File: config.mk
export PLATFORM = sky130hd
export DESIGN_NAME = metered_valve_flow_controller
export DESIGN_NICKNAME = d
export VERILOG_FILES = /design/src/sv/mvfc_pkg.sv /design/src/sv/mvfc_scale.sv /design/src/sv/mvfc_core.sv /design/src/sv/metered_valve_flow_controller.sv
export SDC_FILE = /design/constraint.sdc
export NUM_CORES = 1
export LEC_CHECK = 0
export BUFFER_PORTS_ARGS = -buffer_cell sky130_fd_sc_hd__buf_2
export CAP_MARGIN = 20
export CORE_UTILIZATION = 35
export DETAILED_ROUTE_END_ITERATION = 6
export PLACE_DENSITY_LB_ADDON = 0.08
export SLEW_MARGIN = 20
export SYNTH_ARGS = -nofsm -noshare
export SYNTH_HDL_FRONTEND = slang
export SYNTH_HIERARCHICAL = 1
export SYNTH_SLANG_ARGS = --single-unit
File: constraint.sdc
create_clock -name clk -period 7.3 [get_ports clk]
set_input_delay 0.365 -clock clk [delete_from_list [all_inputs] [get_ports clk]]
set_output_delay 0.365 -clock clk [all_outputs]
set_load 0.02 [all_outputs]
File: src/sv/mvfc_pkg.sv
package mvfc_pkg;

  typedef enum logic [1:0] {
    CMD_PULSE = 2'd0,
    CMD_TICK  = 2'd1,
    CMD_START = 2'd2,
    CMD_OPEN  = 2'd3
  } cmd_t;

  localparam logic [15:0] MAX_FLOW_RESET = 16'd1000;
  localparam logic [15:0] TARGET_RESET   = 16'd500;
  localparam logic [15:0] MOVE_THRESHOLD = 16'd300;
  localparam logic [15:0] MIN_TARGET     = 16'd100;
  localparam logic [15:0] POT_FULL_SCALE = 16'hFFFF;
  localparam logic [15:0] COUNT_MAX      = 16'hFFFF;

  // 2000/540 reduces to 100/27; one pulse adds 3 to the quotient, 19 to the remainder
  localparam logic [17:0] RATE_STEP_Q = 18'd3;
  localparam logic [5:0]  RATE_STEP_R = 6'd19;
  localparam logic [5:0]  RATE_DEN    = 6'd27;

  typedef struct packed {
    cmd_t        cmd;
    logic [15:0] sample;
    logic [15:0] raw;
  } item_t;

endpackage

File: src/sv/mvfc_scale.sv
module mvfc_scale (
  input  logic                clk,
  input  logic                rst,
  input  logic [15:0]         max_flow,
  input  logic                in_valid,
  output logic                in_ready,
  input  mvfc_pkg::cmd_t      command,
  input  logic [15:0]         pot_sample,
  output logic                item_valid,
  input  logic                item_ready,
  output mvfc_pkg::item_t     item
);

  logic                v1;
  mvfc_pkg::cmd_t      cmd1;
  logic [15:0]         smp1;
  logic                v2;
  mvfc_pkg::cmd_t      cmd2;
  logic [15:0]         smp2;
  logic [31:0]         prod2;

  logic                en1;
  logic                en2;
  logic [31:0]         prod;
  logic [15:0]         q0;
  logic [16:0]         r0;
  logic [15:0]         raw;

  assign en2      = !v2 || item_ready;
  assign en1      = !v1 || en2;
  assign in_ready = en1;

  assign prod = 32'(smp1) * 32'(max_flow);

  // divide by 65535: p/65536 plus one correction step
  assign q0  = prod2[31:16];
  assign r0  = {1'b0, prod2[15:0]} + {1'b0, q0};
  assign raw = (r0 >= {1'b0, mvfc_pkg::POT_FULL_SCALE}) ? q0 + 16'd1 : q0;

  assign item_valid = v2;
  assign item       = {cmd2, smp2, raw};

  always_ff @(posedge clk) begin
    if (rst) begin
      v1 <= 1'b0;
      v2 <= 1'b0;
    end else begin
      if (en1) v1 <= in_valid;
      if (en2) v2 <= v1;
    end
  end

  always_ff @(posedge clk) begin
    if (en1 && in_valid) begin
      cmd1 <= command;
      smp1 <= pot_sample;
    end
    if (en2 && v1) begin
      cmd2  <= cmd1;
      smp2  <= smp1;
      prod2 <= prod;
    end
  end

endmodule

File: src/sv/mvfc_core.sv
module mvfc_core (
  input  logic                clk,
  input  logic                rst,
  input  logic                item_valid,
  output logic                item_ready,
  input  mvfc_pkg::item_t     item,
  output logic                out_valid,
  input  logic                out_ready,
  output logic                valve_open,
  output logic [17:0]         flow_rate_ml,
  output logic [31:0]         total_flow_ml,
  output logic [15:0]         target_ml,
  output logic                done_res
);

  logic        ovalid;
  logic        done;
  logic [15:0] pulse_count, pulse_count_next;
  logic [17:0] rate_q, rate_q_next;
  logic [4:0]  rate_r, rate_r_next;
  logic [15:0] last_pot, last_pot_next;
  logic [17:0] rate_reg, rate_reg_next;
  logic [31:0] total_reg, total_reg_next;
  logic [15:0] target_reg, target_reg_next;
  logic        valve_reg, valve_reg_next;
  logic        done_next;

  logic        en;
  logic        take;
  logic [15:0] diff;
  logic        moved;
  logic [15:0] target_mid;
  logic        valve_mid;
  logic [32:0] sum;
  logic [31:0] total_tick;
  logic        done_tick;
  logic [5:0]  rsum;

  assign en         = !ovalid || out_ready;
  assign item_ready = en;
  assign take       = en && item_valid;

  assign diff  = (item.sample > last_pot) ? item.sample - last_pot : last_pot - item.sample;
  assign moved = diff >= mvfc_pkg::MOVE_THRESHOLD;

  assign target_mid = !moved ? target_reg :
                      (item.raw < mvfc_pkg::MIN_TARGET) ? 16'd0 : item.raw;
  assign valve_mid  = !moved ? valve_reg : (total_reg < {16'd0, item.raw});

  assign sum        = {1'b0, total_reg} + {15'd0, rate_q};
  assign total_tick = sum[32] ? '1 : sum[31:0];
  assign done_tick  = total_tick >= {16'd0, target_mid};

  assign rsum = {1'b0, rate_r} + mvfc_pkg::RATE_STEP_R;

  always_comb begin
    pulse_count_next = pulse_count;
    rate_q_next      = rate_q;
    rate_r_next      = rate_r;
    last_pot_next    = last_pot;
    rate_reg_next    = rate_reg;
    total_reg_next   = total_reg;
    target_reg_next  = target_reg;
    valve_reg_next   = valve_reg;
    done_next        = 1'b0;
    unique case (item.cmd)
      mvfc_pkg::CMD_PULSE: begin
        if (pulse_count != mvfc_pkg::COUNT_MAX) begin
          pulse_count_next = pulse_count + 16'd1;
          if (rsum >= mvfc_pkg::RATE_DEN) begin
            rate_r_next = 5'(rsum - mvfc_pkg::RATE_DEN);
            rate_q_next = rate_q + mvfc_pkg::RATE_STEP_Q + 18'd1;
          end else begin
            rate_r_next = rsum[4:0];
            rate_q_next = rate_q + mvfc_pkg::RATE_STEP_Q;
          end
        end
      end
      mvfc_pkg::CMD_TICK: begin
        last_pot_next    = item.sample;
        target_reg_next  = target_mid;
        rate_reg_next    = rate_q;
        total_reg_next   = total_tick;
        done_next        = done_tick;
        valve_reg_next   = done_tick ? 1'b0 : valve_mid;
        pulse_count_next = 16'd0;
        rate_q_next      = 18'd0;
        rate_r_next      = 5'd0;
      end
      mvfc_pkg::CMD_START: begin
        pulse_count_next = 16'd0;
        rate_q_next      = 18'd0;
        rate_r_next      = 5'd0;
        rate_reg_next    = 18'd0;
        total_reg_next   = 32'd0;
        if (target_reg != 16'd0) valve_reg_next = 1'b1;
      end
      mvfc_pkg::CMD_OPEN: begin
        valve_reg_next = 1'b1;
      end
    endcase
  end

  always_ff @(posedge clk) begin
    if (rst) begin
      ovalid      <= 1'b0;
      pulse_count <= 16'd0;
      rate_q      <= 18'd0;
      rate_r      <= 5'd0;
      last_pot    <= 16'd0;
      rate_reg    <= 18'd0;
      total_reg   <= 32'd0;
      target_reg  <= mvfc_pkg::TARGET_RESET;
      valve_reg   <= 1'b0;
    end else begin
      if (en) ovalid <= item_valid;
      if (take) begin
        pulse_count <= pulse_count_next;
        rate_q      <= rate_q_next;
        rate_r      <= rate_r_next;
        last_pot    <= last_pot_next;
        rate_reg    <= rate_reg_next;
        total_reg   <= total_reg_next;
        target_reg  <= target_reg_next;
        valve_reg   <= valve_reg_next;
      end
    end
  end

  always_ff @(posedge clk) begin
    if (take) done <= done_next;
  end

  assign out_valid     = ovalid;
  assign valve_open    = valve_reg;
  assign flow_rate_ml  = rate_reg;
  assign total_flow_ml = total_reg;
  assign target_ml     = target_reg;
  assign done_res      = done;

endmodule

File: src/sv/metered_valve_flow_controller.sv
// channel  direction  handshake             payload
// in       input      in_valid / in_ready   command, pot_sample
// out      output     out_valid / out_ready valve_open, flow_rate_ml, total_flow_ml,
//                                           target_ml, done_res
// cfg      input      cfg_valid / cfg_ready cfg_data (full-scale volume)
//
// one word per cycle sustained while out_ready stays high; a result is registered in order through
// the input register, the product register and the divide-by-65535 correction and state update
// reset empties all stages and restores full scale 1000 and target 500
// out_ready low holds the result; the stages behind it fill and in_ready drops
// cfg_ready is always high
module metered_valve_flow_controller (
  input  logic        clk,
  input  logic        rst,
  input  logic        in_valid,
  output logic        in_ready,
  input  logic [1:0]  command,
  input  logic [15:0] pot_sample,
  output logic        out_valid,
  input  logic        out_ready,
  output logic        valve_open,
  output logic [17:0] flow_rate_ml,
  output logic [31:0] total_flow_ml,
  output logic [15:0] target_ml,
  output logic        done_res,
  input  logic        cfg_valid,
  output logic        cfg_ready,
  input  logic [15:0] cfg_data
);

  logic [15:0]     full_scale_ml;
  logic            item_valid;
  logic            item_ready;
  mvfc_pkg::item_t item;

  assign cfg_ready = 1'b1;

  always_ff @(posedge clk) begin
    if (rst) begin
      full_scale_ml <= mvfc_pkg::MAX_FLOW_RESET;
    end else if (cfg_valid && cfg_ready) begin
      full_scale_ml <= cfg_data;
    end
  end

  mvfc_scale u_scale (
    .clk        (clk),
    .rst        (rst),
    .max_flow   (full_scale_ml),
    .in_valid   (in_valid),
    .in_ready   (in_ready),
    .command    (mvfc_pkg::cmd_t'(command)),
    .pot_sample (pot_sample),
    .item_valid (item_valid),
    .item_ready (item_ready),
    .item       (item)
  );

  mvfc_core u_core (
    .clk           (clk),
    .rst           (rst),
    .item_valid    (item_valid),
    .item_ready    (item_ready),
    .item          (item),
    .out_valid     (out_valid),
    .out_ready     (out_ready),
    .valve_open    (valve_open),
    .flow_rate_ml  (flow_rate_ml),
    .total_flow_ml (total_flow_ml),
    .target_ml     (target_ml),
    .done_res      (done_res)
  );

endmodule

## Word-level counts from Yosys, hierarchy flattened

Index checks and enable logic that the tools add are counted.

- Logic and storage cells: 81
- Bits in read-only memories: 0
- Output and inout port bits: 71
- Latch bits: 0
- Memories: 0
- Input port bits: 39
- Memory bits (writable): 0
- Bits in registers: 210

- Multiplexer cells: 19
- Reductions and logical operators: 19
- $lt $le $gt $ge: 7
- Div/mod/pow operators: 0
- Add/subtract/negate cells: 10
- Multiply operators: 1
- Bitwise logic cells: 0
- Shift operators: 0
- Equality and inequality tests: 7

Operator list:

| cell | number |
|---|---|
| 2-to-1 mux 16 bit | 5 |
| case mux 18 bit (2 select lines) | 2 |
| case mux 32 bit (2 select lines) | 1 |
| 2-to-1 mux 18 bit | 2 |
| adder 32 x 18 -> 33 bit | 1 |
| adder 16 x 1 -> 16 bit, second input constant | 2 |
| >= comparator 32 x 16 -> 1 bit | 1 |
| < comparator 32 x 16 -> 1 bit | 1 |
| multiplier 16 x 16 -> 32 bit | 1 |
| 2-to-1 mux 32 bit | 1 |
| case mux 16 bit (2 select lines) | 1 |
| subtractor 16 bit | 2 |
| adder 18 x 1 -> 18 bit, second input constant | 1 |
| adder 18 x 2 -> 18 bit, second input constant | 1 |
| adder 16 x 16 -> 17 bit | 1 |
| >= comparator 17 x 16 -> 1 bit, second input constant | 1 |
| >= comparator 16 x 9 -> 1 bit, second input constant | 1 |
| greater-than comparator 16 bit | 1 |
| < comparator 16 x 7 -> 1 bit, second input constant | 1 |
| != test 16 bit, second input constant | 1 |
| nonzero test 16 bit | 1 |
| 2-to-1 mux 5 bit | 2 |
| case mux 5 bit (2 select lines) | 1 |
| adder 5 x 5 -> 6 bit, second input constant | 1 |
| other kinds (18) | 30 |

## Logic depth before layout (Yosys ltp)

Gate-level depths: netlist of run 1.

- Depth after elaboration: 9
- Gate-level depth with buffers: 26
- Gate-level depth less buffers: 25

## Hierarchy

Netlist of run 1, hierarchy kept.

Modules (own cells, without submodules):

| module | cells each | sequential area each (µm²) | area each (µm²) | times used |
|---|---|---|---|---|
| mvfc_scale | 1217 | 2082.0 | 11717.5 | 1 |
| mvfc_core | 1386 | 2492.4 | 10203.5 | 1 |
| metered_valve_flow_controller | 54 | 320.3 | 611.8 | 1 |

## Worst setup path before layout of run 1

OpenSTA, ideal clock, no wires.

- Kind: register to register
- From: register u_scale.smp1[7]
- To: register u_scale.prod2[31] (data pin)
- Setup time: 0.260 ns
- Path buffers: 1
- Arrival: 5.826 ns
- Slack: 1.215 ns
- Period minus slack after synthesis: 6.085 ns
- Required time: 7.040 ns
- Cell stages (with the launch flop): 21
- Cell sequence: edfxtp_1 clkbuf_1 nand2_1 fa_1 inv_1 fa_1 fa_1 fa_1 fa_1 inv_1 fa_1 inv_1 ha_1 a21o_1 a21oi_1 nand2_1 a211oi_1 o311ai_0 a221o_1 a21oi_1 xnor2_1

- Longest elaborated chain between the ends: 1

RTL lines:

| item | RTL line | RTL |
|---|---|---|
| start, declared | mvfc_scale.sv:16 | `logic [15:0] smp1;` |
| start signal, assigned | mvfc_scale.sv:56 | `smp1 <= pot_sample;` |
| multiplier 16 x 16 -> 32 bit | mvfc_scale.sv:33 | `assign prod = 32'(smp1) * 32'(max_flow);` |
| via u_scale.prod[31] | mvfc_scale.sv:24 | `logic [31:0] prod;` |
| end signal, assigned | mvfc_scale.sv:61 | `prod2 <= prod;` |
| end, declared | mvfc_scale.sv:20 | `logic [31:0] prod2;` |

The timed path passes the listed nets, and every way through them passes these cells.
A chain may end at the register's enable or synchronous reset.

## Worst setup path after layout of run 1

- From: register u_scale.smp2[10]
- To: register u_core.valve_reg (netlist: u_core/valve_open)

- Longest elaborated chain between the ends: 7
- Elaborated cells between the ends (all ways): 11
- Those cells by class: 2 x add/sub; 3 x order compare; 1 x eq/ne; 4 x mux; 1 x reduce/logical

RTL lines:

| item | RTL line | RTL |
|---|---|---|
| start, declared | mvfc_scale.sv:19 | `logic [15:0] smp2;` |
| start signal, assigned | mvfc_scale.sv:60 | `smp2 <= smp1;` |
| subtractor 16 bit or greater-than comparator 16 bit (tied branches) | mvfc_core.sv:43 | `assign diff = (item.sample > last_pot) ? item.sample - last_pot : last_pot - item.sample;` |
| 2-to-1 mux 16 bit (*) | mvfc_core.sv:43 |  |
| >= comparator 16 x 9 -> 1 bit (*) | mvfc_core.sv:44 | `assign moved = diff >= mvfc_pkg::MOVE_THRESHOLD;` |
| 2-to-1 mux 16 bit (*) | mvfc_core.sv:46 | `assign target_mid = !moved ? target_reg :` |
| via u_core.target_mid[0] | mvfc_core.sv:32 | `logic [15:0] target_mid;` |
| >= comparator 32 x 16 -> 1 bit (*) | mvfc_core.sv:52 | `assign done_tick = total_tick >= {16'd0, target_mid};` |
| != test 3 x 1 -> 1 bit (no source line) or 2-to-1 mux 1 bit (tied branches) | -- |  |
| AND reduction 4 bit (no source line) or case mux 1 bit (3 select lines) (tied branches) | -- |  |
| end signal, assigned | mvfc_core.sv:125 | `valve_reg <= valve_reg_next;` |
| end, declared | mvfc_core.sv:25 | `logic valve_reg, valve_reg_next;` |

Mark *: on every way through the listed nets, which the timed path passes. The rest lies on a longest branch.

==> results of run 1 <==
==> logic make-up after synthesis <==
kind of cell    count (synthesis)  synth area share
flops                         210             0.217
mux                            32            0.0150
buf+inv                       445            0.0776
other cells                     1          0.000166
compound gates                531             0.157
simple gates                  936             0.204
fa+ha+maj                     406             0.291
xor+xnor                       96            0.0373
==> through the flow <==
step	TNS, ns	setup slack [ns]	util	hold slack (ns)	cells
floorplan	0	1.21	-	0.400	2657
global placement	-0.821	-0.498	0.377	0.415	3513
detailed placement	-0.594	-0.388	0.377	0.412	3514
CTS	0	0.171	0.397	0.00138	3596
global route	0	0.0179	0.398	0.0380	3597
finish	0	0.444	0.398	0.0324	3597
==> cells in the mapped netlist (all sizes together) (23+ instances only) <==
cell / number / area [sq um]
nor2: 175 / 659
nand2: 322 / 1220
xor2: 51 / 447
nor2b: 24 / 150
xnor2: 45 / 394
nor3: 64 / 325
fa: 198 / 3960
ha: 208 / 2600
dfxtp: 141 / 2820
inv: 308 / 1160
nand3: 60 / 300
a211oi: 23 / 173
nand4: 35 / 225
a22oi: 32 / 240
buf: 29 / 185
a31oi: 24 / 150
a21o: 34 / 255
clkbuf: 108 / 408
a21oi: 170 / 866
o21ai: 87 / 447
and2: 127 / 795
o211ai: 29 / 223
edfxtp: 69 / 2070
and3: 28 / 175
mux2i: 23 / 230
==> power by group <==
| group | total [mW] | switching, mW | internal, mW |
|---|---|---|---|
| sequential | 1.65 | 0.139 | 1.51 |
| clock | 1.47 | 0.578 | 0.896 |
| combinational | 5.10 | 2.97 | 2.13 |
| total | 8.22 | 3.68 | 4.54 |
==> placed cells by master, fill, tap and decap left out, types with 7 or more instances in the layout <==
cell type	Yosys	layout
nand3_1	60	60
nor4_1	14	13
xnor2_1	45	45
a22oi_1	32	32
buf_4	4	42
mux2i_1	23	23
o211ai_1	28	28
or2_2	11	11
clkbuf_16	0	29
and4_1	10	10
o22ai_1	7	7
dlygate4sd3_1	0	28
fa_1	198	198
and3_1	28	28
mux2_2	7	7
dfxtp_1	141	141
a21o_1	34	34
nand4_1	34	34
o21ai_0	82	82
nand3b_1	18	18
a32oi_1	8	8
o21a_1	15	15
nand2b_1	14	14
a21oi_1	168	168
o311ai_0	7	7
nor2b_1	24	23
or3_1	9	9
xor2_1	51	51
nor3_1	63	63
a31oi_1	24	24
a211o_1	9	9
buf_2	18	107
nor3b_1	8	8
nand2_1	321	320
inv_1	308	308
ha_1	208	208
nor2_1	174	172
and2_1	127	127
a211oi_1	23	22
edfxtp_1	69	69
==> state kept, by name (all words and copies together), names as in the netlist, 16 cells and up <==
| name | count |
|---|---|
| u_scale/smp1 | 16 |
| u_scale/smp2 | 16 |
| full_scale_ml | 16 |
| u_scale/prod2 | 32 |
| u_core/pulse_count | 16 |
| u_core/total_flow_ml | 32 |
| u_core/target_ml | 16 |
| u_core/flow_rate_ml | 18 |
| u_core/last_pot | 16 |
| u_core/rate_q | 18 |
==> tightest hold or removal path, stage by stage <==
cell and delay (ns):
buf_2 0.07, mux2i_1 0.05, nor2_1 0.07
==> layout make-up <==
class | count | area share
Multi-Input combinational cell | 2002 | 0.633
Clock inverter | 11 | 0.00630
Inverter | 308 | 0.0458
Sequential cell | 210 | 0.194
Clock buffer | 41 | 0.0329
Tap cell | 846 | 0.0420
Timing Repair Buffer | 179 | 0.0461
==> final timing paths <==
kind / from / slack [ns] / end
worst min-delay path: cfg_data[0] / 0.03 / full_scale_ml[0]
worst max-delay path: u_scale/smp2[10] / 0.44 / u_core/valve_open
worst max register to register: u_scale/smp2[10] / 0.44 / u_core/valve_open
worst min register to register: u_scale/cmd1[1] / 0.42 / u_scale/cmd2[1]
==> what timing repair did <==
action	in CTS	in global routing
resized for setup	4	6
endpoints found under the setup margin	2	2
buffers inserted	2	1
endpoints found under the hold margin	28	0
hold buffers	28	0
pin swaps	1	3
==> metal layers <==
| metal | track usage | wire (um) | up-vias |
|---|---|---|---|
| met1 | 0.280 | 32000 | 9332 |
| met4 | 0.0581 | 1650 | 0 |
| met3 | 0.0185 | 2390 | 82 |
| met2 | 0.362 | 32800 | 407 |
| met5 | 0 | 0 | - |
| li1 | - | - | 9207 |
==> results.py, run 1 <==
metrics = {
    "final_layout": {
        "n_antenna_cell": 0,
        "multi_input_area_sq_mm": 0.0160,
        "drive_gt1_frac": 0.0916,
        "final_area_sq_mm": 0.0252,
        "fillers": 6463,
        "ff_latch_area_sq_mm": 0.00489,
        "synthToLayoutAreaGrowth_pct": 11.9,
        "final_nets": 3174,
    },
    "clocking": {
        "cts_sinks": 210,
        "insertion_delay_ns": 0.59,
        "clk_path_buf_depth": 3,
        "htree_levels": 1,
        "cts-root-buf": "clkbuf_16",
        "cts_tree": "built",
        "path_clk_slew_ns": 0.06,
        "cts_made_buffers": 28,
    },
    "place": {
        "hpwlAfterDp_um": 54400,
        "gp_congestion": 0.890,
        "placed_area_sq_mm": 0.0239,
        "numPortBuffers": 108,
    },
    "timing": {
        "tightest_slew_ns": 1.12,
        "skew_ns": 0.0251,
        "maxSlewViolCount": 0,
        "setup_viol": 0,
        "max_freq_mhz": 146,
        "hold_viol": 0,
        "slew_headroom": 0.255,
        "grt_setup_unrepaired": "no",
        "min_period_over_period": 0.939,
        "period_minus_slack_ns": 6.86,
    },
    "setup_path": {
        "worstPathRequired_ns": 7.77,
        "start_kind": "register",
        "path_depth": 25,
        "cpMostUsedCell": "ha_1",
        "ff2ff_path_depth": 25,
        "crit_family": "compound AO/OA/AOI/OAI gates",
        "crit_arrival_ns": 7.33,
        "critical-path-slowest-cell": "nor4_1",
        "worst-setup-path-type": "reg -> reg",
        "crit_path_end_kind": "register",
        "critPathMaxFanout": 13,
        "cpPeakStageDelay_ns": 0.63,
        "crit_buf_inv": 3,
    },
    "floorplan": {
        "fp.dieW_um": 256,
        "ios": 110,
        "fp.dieH_um": 256,
        "rows": 92,
        "dieArea_sq_mm": 0.0654,
        "core_sq_mm": 0.0633,
        "start_util": 0.356,
    },
    "drt": {
        "firstDrtPassIters": 6,
        "wire_per_inst_um": 19.1,
        "num_vias": 19000,
        "drc": 0,
        "drt-initial-drc-count": 1042,
        "via_per_inst": 5.29,
        "ant_nets": 0,
        "finalWirelength_um": 68800,
    },
    "status": {
        "outcome": "complete, no violations",
    },
    "yosys": {
        "ys_async_sr_fraction": 0,
        "synth_seq_cells": 210,
        "syn_nets": 3102,
        "netlist_instances": 2657,
        "yosys_warnings": 6,
        "synth_edf_count": 69,
        "syn-mean-instance-area_sq_um": 8.48,
        "synth_top_flop_cell": "dfxtp_1",
        "yosysSeqAreaShare": 0.217,
        "netlist_area_sq_mm": 0.0225,
        "ys_types": 98,
    },
    "global_routing": {
        "grt_pass1_wl_um": 110000,
        "track_usage": 0.210,
        "antenna_found_initial": 1,
        "grt_max_degree": 60,
        "grt_pass1_vias": 19500,
        "grt-ovfl-total": 0,
    },
    "power": {
        "vdd_ir_drop_max_mv": 0.272,
        "leakage_nw": 11.5,
        "powerDensity_mw_per_mm2": 326,
        "power_mw": 8.22,
    },
    "run": {
        "drv_cap": 0,
    },
    "hold_path": {
        "hold_class": "in -> reg",
        "worstHoldPathCells": 3,
    },
}
No activity file was read; power rests on OpenSTA's default activity.
==> run 2, diff against run 1 <==
--- a/config.mk
+++ b/config.mk
@@ -9,7 +9,7 @@
 export CAP_MARGIN = 20
 export CORE_UTILIZATION = 35
 export DETAILED_ROUTE_END_ITERATION = 6
-export PLACE_DENSITY_LB_ADDON = 0.08
+export PLACE_DENSITY_LB_ADDON = 0.1
 export SLEW_MARGIN = 20
 export SYNTH_ARGS = -nofsm -noshare
 export SYNTH_HDL_FRONTEND = slang
==> constraint.sdc (replaced) <==
create_clock -name clk -period 6.5 [get_ports clk]
set_input_delay 0.325 -clock clk [delete_from_list [all_inputs] [get_ports clk]]
set_output_delay 0.325 -clock clk [all_outputs]
set_load 0.02 [all_outputs]
==> run 2 against run 1 <==
Effect of this change: register-to-register slack got worse by 0.23 ns; power increased by 22%; largest cell class unchanged; first-iteration DRC count is 11% higher.
==> results.py, run 2 (synthesis results as in run 1) <==
metrics = {
    "status": {
        "outcome": "complete, no violations",
    },
    "timing": {
        "period_minus_slack_ns": 6.29,
        "min_period_over_period": 0.968,
        "setup_viol": 0,
        "max_freq_mhz": 159,
        "grt_setup_unrepaired": "yes",
        "hold_viol": 0,
        "maxSlewViolCount": 0,
        "tightest_slew_ns": 0.970,
        "skew_ns": 0.0277,
        "hold_slack_ns": 0.135,
        "slew_headroom": 0.353,
        "tns_ns": 0,
    },
    "floorplan": {
        "core_sq_mm": 0.0633,
        "ios": 110,
        "rows": 92,
        "dieArea_sq_mm": 0.0654,
        "fp.dieH_um": 256,
        "fp.dieW_um": 256,
        "start_util": 0.356,
    },
    "power": {
        "leakage_nw": 12.0,
        "power_mw": 9.99,
        "powerDensity_mw_per_mm2": 382,
        "vdd_ir_drop_max_mv": 0.450,
    },
    "place": {
        "gp_congestion": 0.866,
        "hpwlAfterDp_um": 54200,
        "numPortBuffers": 108,
    },
    "hold_path": {
        "worstHoldPathCells": 3,
        "min_from": "out_ready",
        "hold_class": "in -> reg",
        "min_to": "u_core/out_valid",
    },
    "global_routing": {
        "grt_use_met1": 0.274,
        "grt-ovfl-total": 0,
        "grt.met3_usage": 0.0222,
        "grt_pass1_wl_um": 109000,
        "track_usage": 0.206,
        "grt_use_met2": 0.354,
        "grt_pass1_vias": 19600,
        "busiest_layer": "met2",
        "antenna_found_initial": 0,
        "grt_max_degree": 73,
    },
    "drt": {
        "ant_nets": 0,
        "finalWirelength_um": 68200,
        "drt-initial-drc-count": 1157,
        "firstDrtPassIters": 5,
        "num_vias": 19400,
        "drc": 0,
        "via_per_inst": 5.24,
        "wire_per_inst_um": 18.4,
    },
    "clocking": {
        "insertion_delay_ns": 0.60,
        "cts-root-buf": "clkbuf_16",
        "htree_levels": 1,
        "path_clk_slew_ns": 0.06,
        "cts_tree": "built",
        "cts_sinks": 210,
        "cts_made_buffers": 29,
        "clk_path_buf_depth": 3,
    },
    "final_layout": {
        "final_cell_mix": "nand2_1, inv_1, ha_1",
        "multi_input_area_sq_mm": 0.0161,
        "final_nets": 3281,
        "final_common_cell": "nand2_1",
        "fillers": 6481,
        "drive_gt1_frac": 0.134,
        "synthToLayoutAreaGrowth_pct": 16.2,
        "n_antenna_cell": 0,
        "ff_latch_area_sq_mm": 0.00490,
    },
    "setup_path": {
        "r2r-start": "u_scale/smp1[5]",
        "critPathMaxFanout": 10,
        "worst-setup-path-type": "reg -> reg",
        "worstPathRequired_ns": 6.83,
        "reg2reg_to": "u_scale/prod2[30]",
        "start_kind": "register",
        "ff2ff_path_depth": 19,
        "crit_path_end_kind": "register",
        "r2r_setup_slack_ns": 0.21,
        "crit_arrival_ns": 6.62,
    },
    "run": {
        "drv_cap": 0,
    },
}
run 2: final cells by class:
type / instances / share of cell area
sequential: 210 / 0.187
timing repair buffer: 284 / 0.0754
clock buffer: 37 / 0.0300
inverter: 308 / 0.0441
clock inverter: 17 / 0.00669
tap: 846 / 0.0404
multi-input combinational: 2003 / 0.616
run 2: what timing repair did:
item / in CTS / in global routing
resized for setup: 2 / 48
setup buffers: 2 / 17
endpoints found under the setup margin: 5 / 10
pin swaps: 1 / 32
gates cloned: 0 / 1
hold buffers: 35 / 0
endpoints found under the hold margin: 35 / 0
run 2: worst max-delay path: stages, from the launching register on:
cell,delay (ns)
edfxtp_1,0.41
buf_4,0.20
and2_1,0.17
fa_1,0.53
inv_1,0.05
fa_1,0.56
fa_1,0.45
fa_1,0.50
inv_1,0.06
fa_1,0.51
fa_1,0.50
ha_1,0.35
a22o_1,0.22
nor4_1,0.22
o22ai_1,0.17
a311o_2,0.41
a211oi_2,0.23
nor2_1,0.11
a311oi_2,0.27
xnor2_1,0.10
run 2: routing by layer:
layer  share of wire  wire length (um)
met1            0.46             31100
met2            0.48             32700
met3           0.037              2530
met4           0.027              1870
met5               0                 0
run 2: power by group:
| group | switching, mW | leakage, nW | internal (mW) |
|---|---|---|---|
| combinational | 3.62 | 9.75 | 2.93 |
| clock | 0.689 | 0.477 | 0.944 |
| sequential | 0.123 | 1.79 | 1.69 |
| total | 4.43 | 12.0 | 5.56 |
run 2: metrics by stage:
step	worst slack (ns)	cells	util	instance area [sq um]
final	0.211	3705	0.414	26200
after floorplan	0.415	2657	-	22500
after CTS	0.0200	3687	0.408	25800
after global routing	-0.0408	3705	0.414	26200
after detailed placement	-0.0493	3596	0.387	24500
after global placement	0.0126	3596	0.387	24500
run 2: worst max-delay path by stage:
stage,startpoint,endpoint,slack (ns),depth (start not counted)
floorplan,u_scale/smp1[7],u_scale/prod2[31],0.41,20
global placement,u_scale/prod2[16],u_core/valve_open,0.01,29
detailed placement,u_scale/prod2[16],u_core/valve_open,-0.05,29
CTS,u_scale/prod2[16],u_core/valve_open,0.02,28
global route,u_scale/prod2[16],u_core/valve_open,-0.04,29
finish,u_scale/smp1[5],u_scale/prod2[30],0.21,19
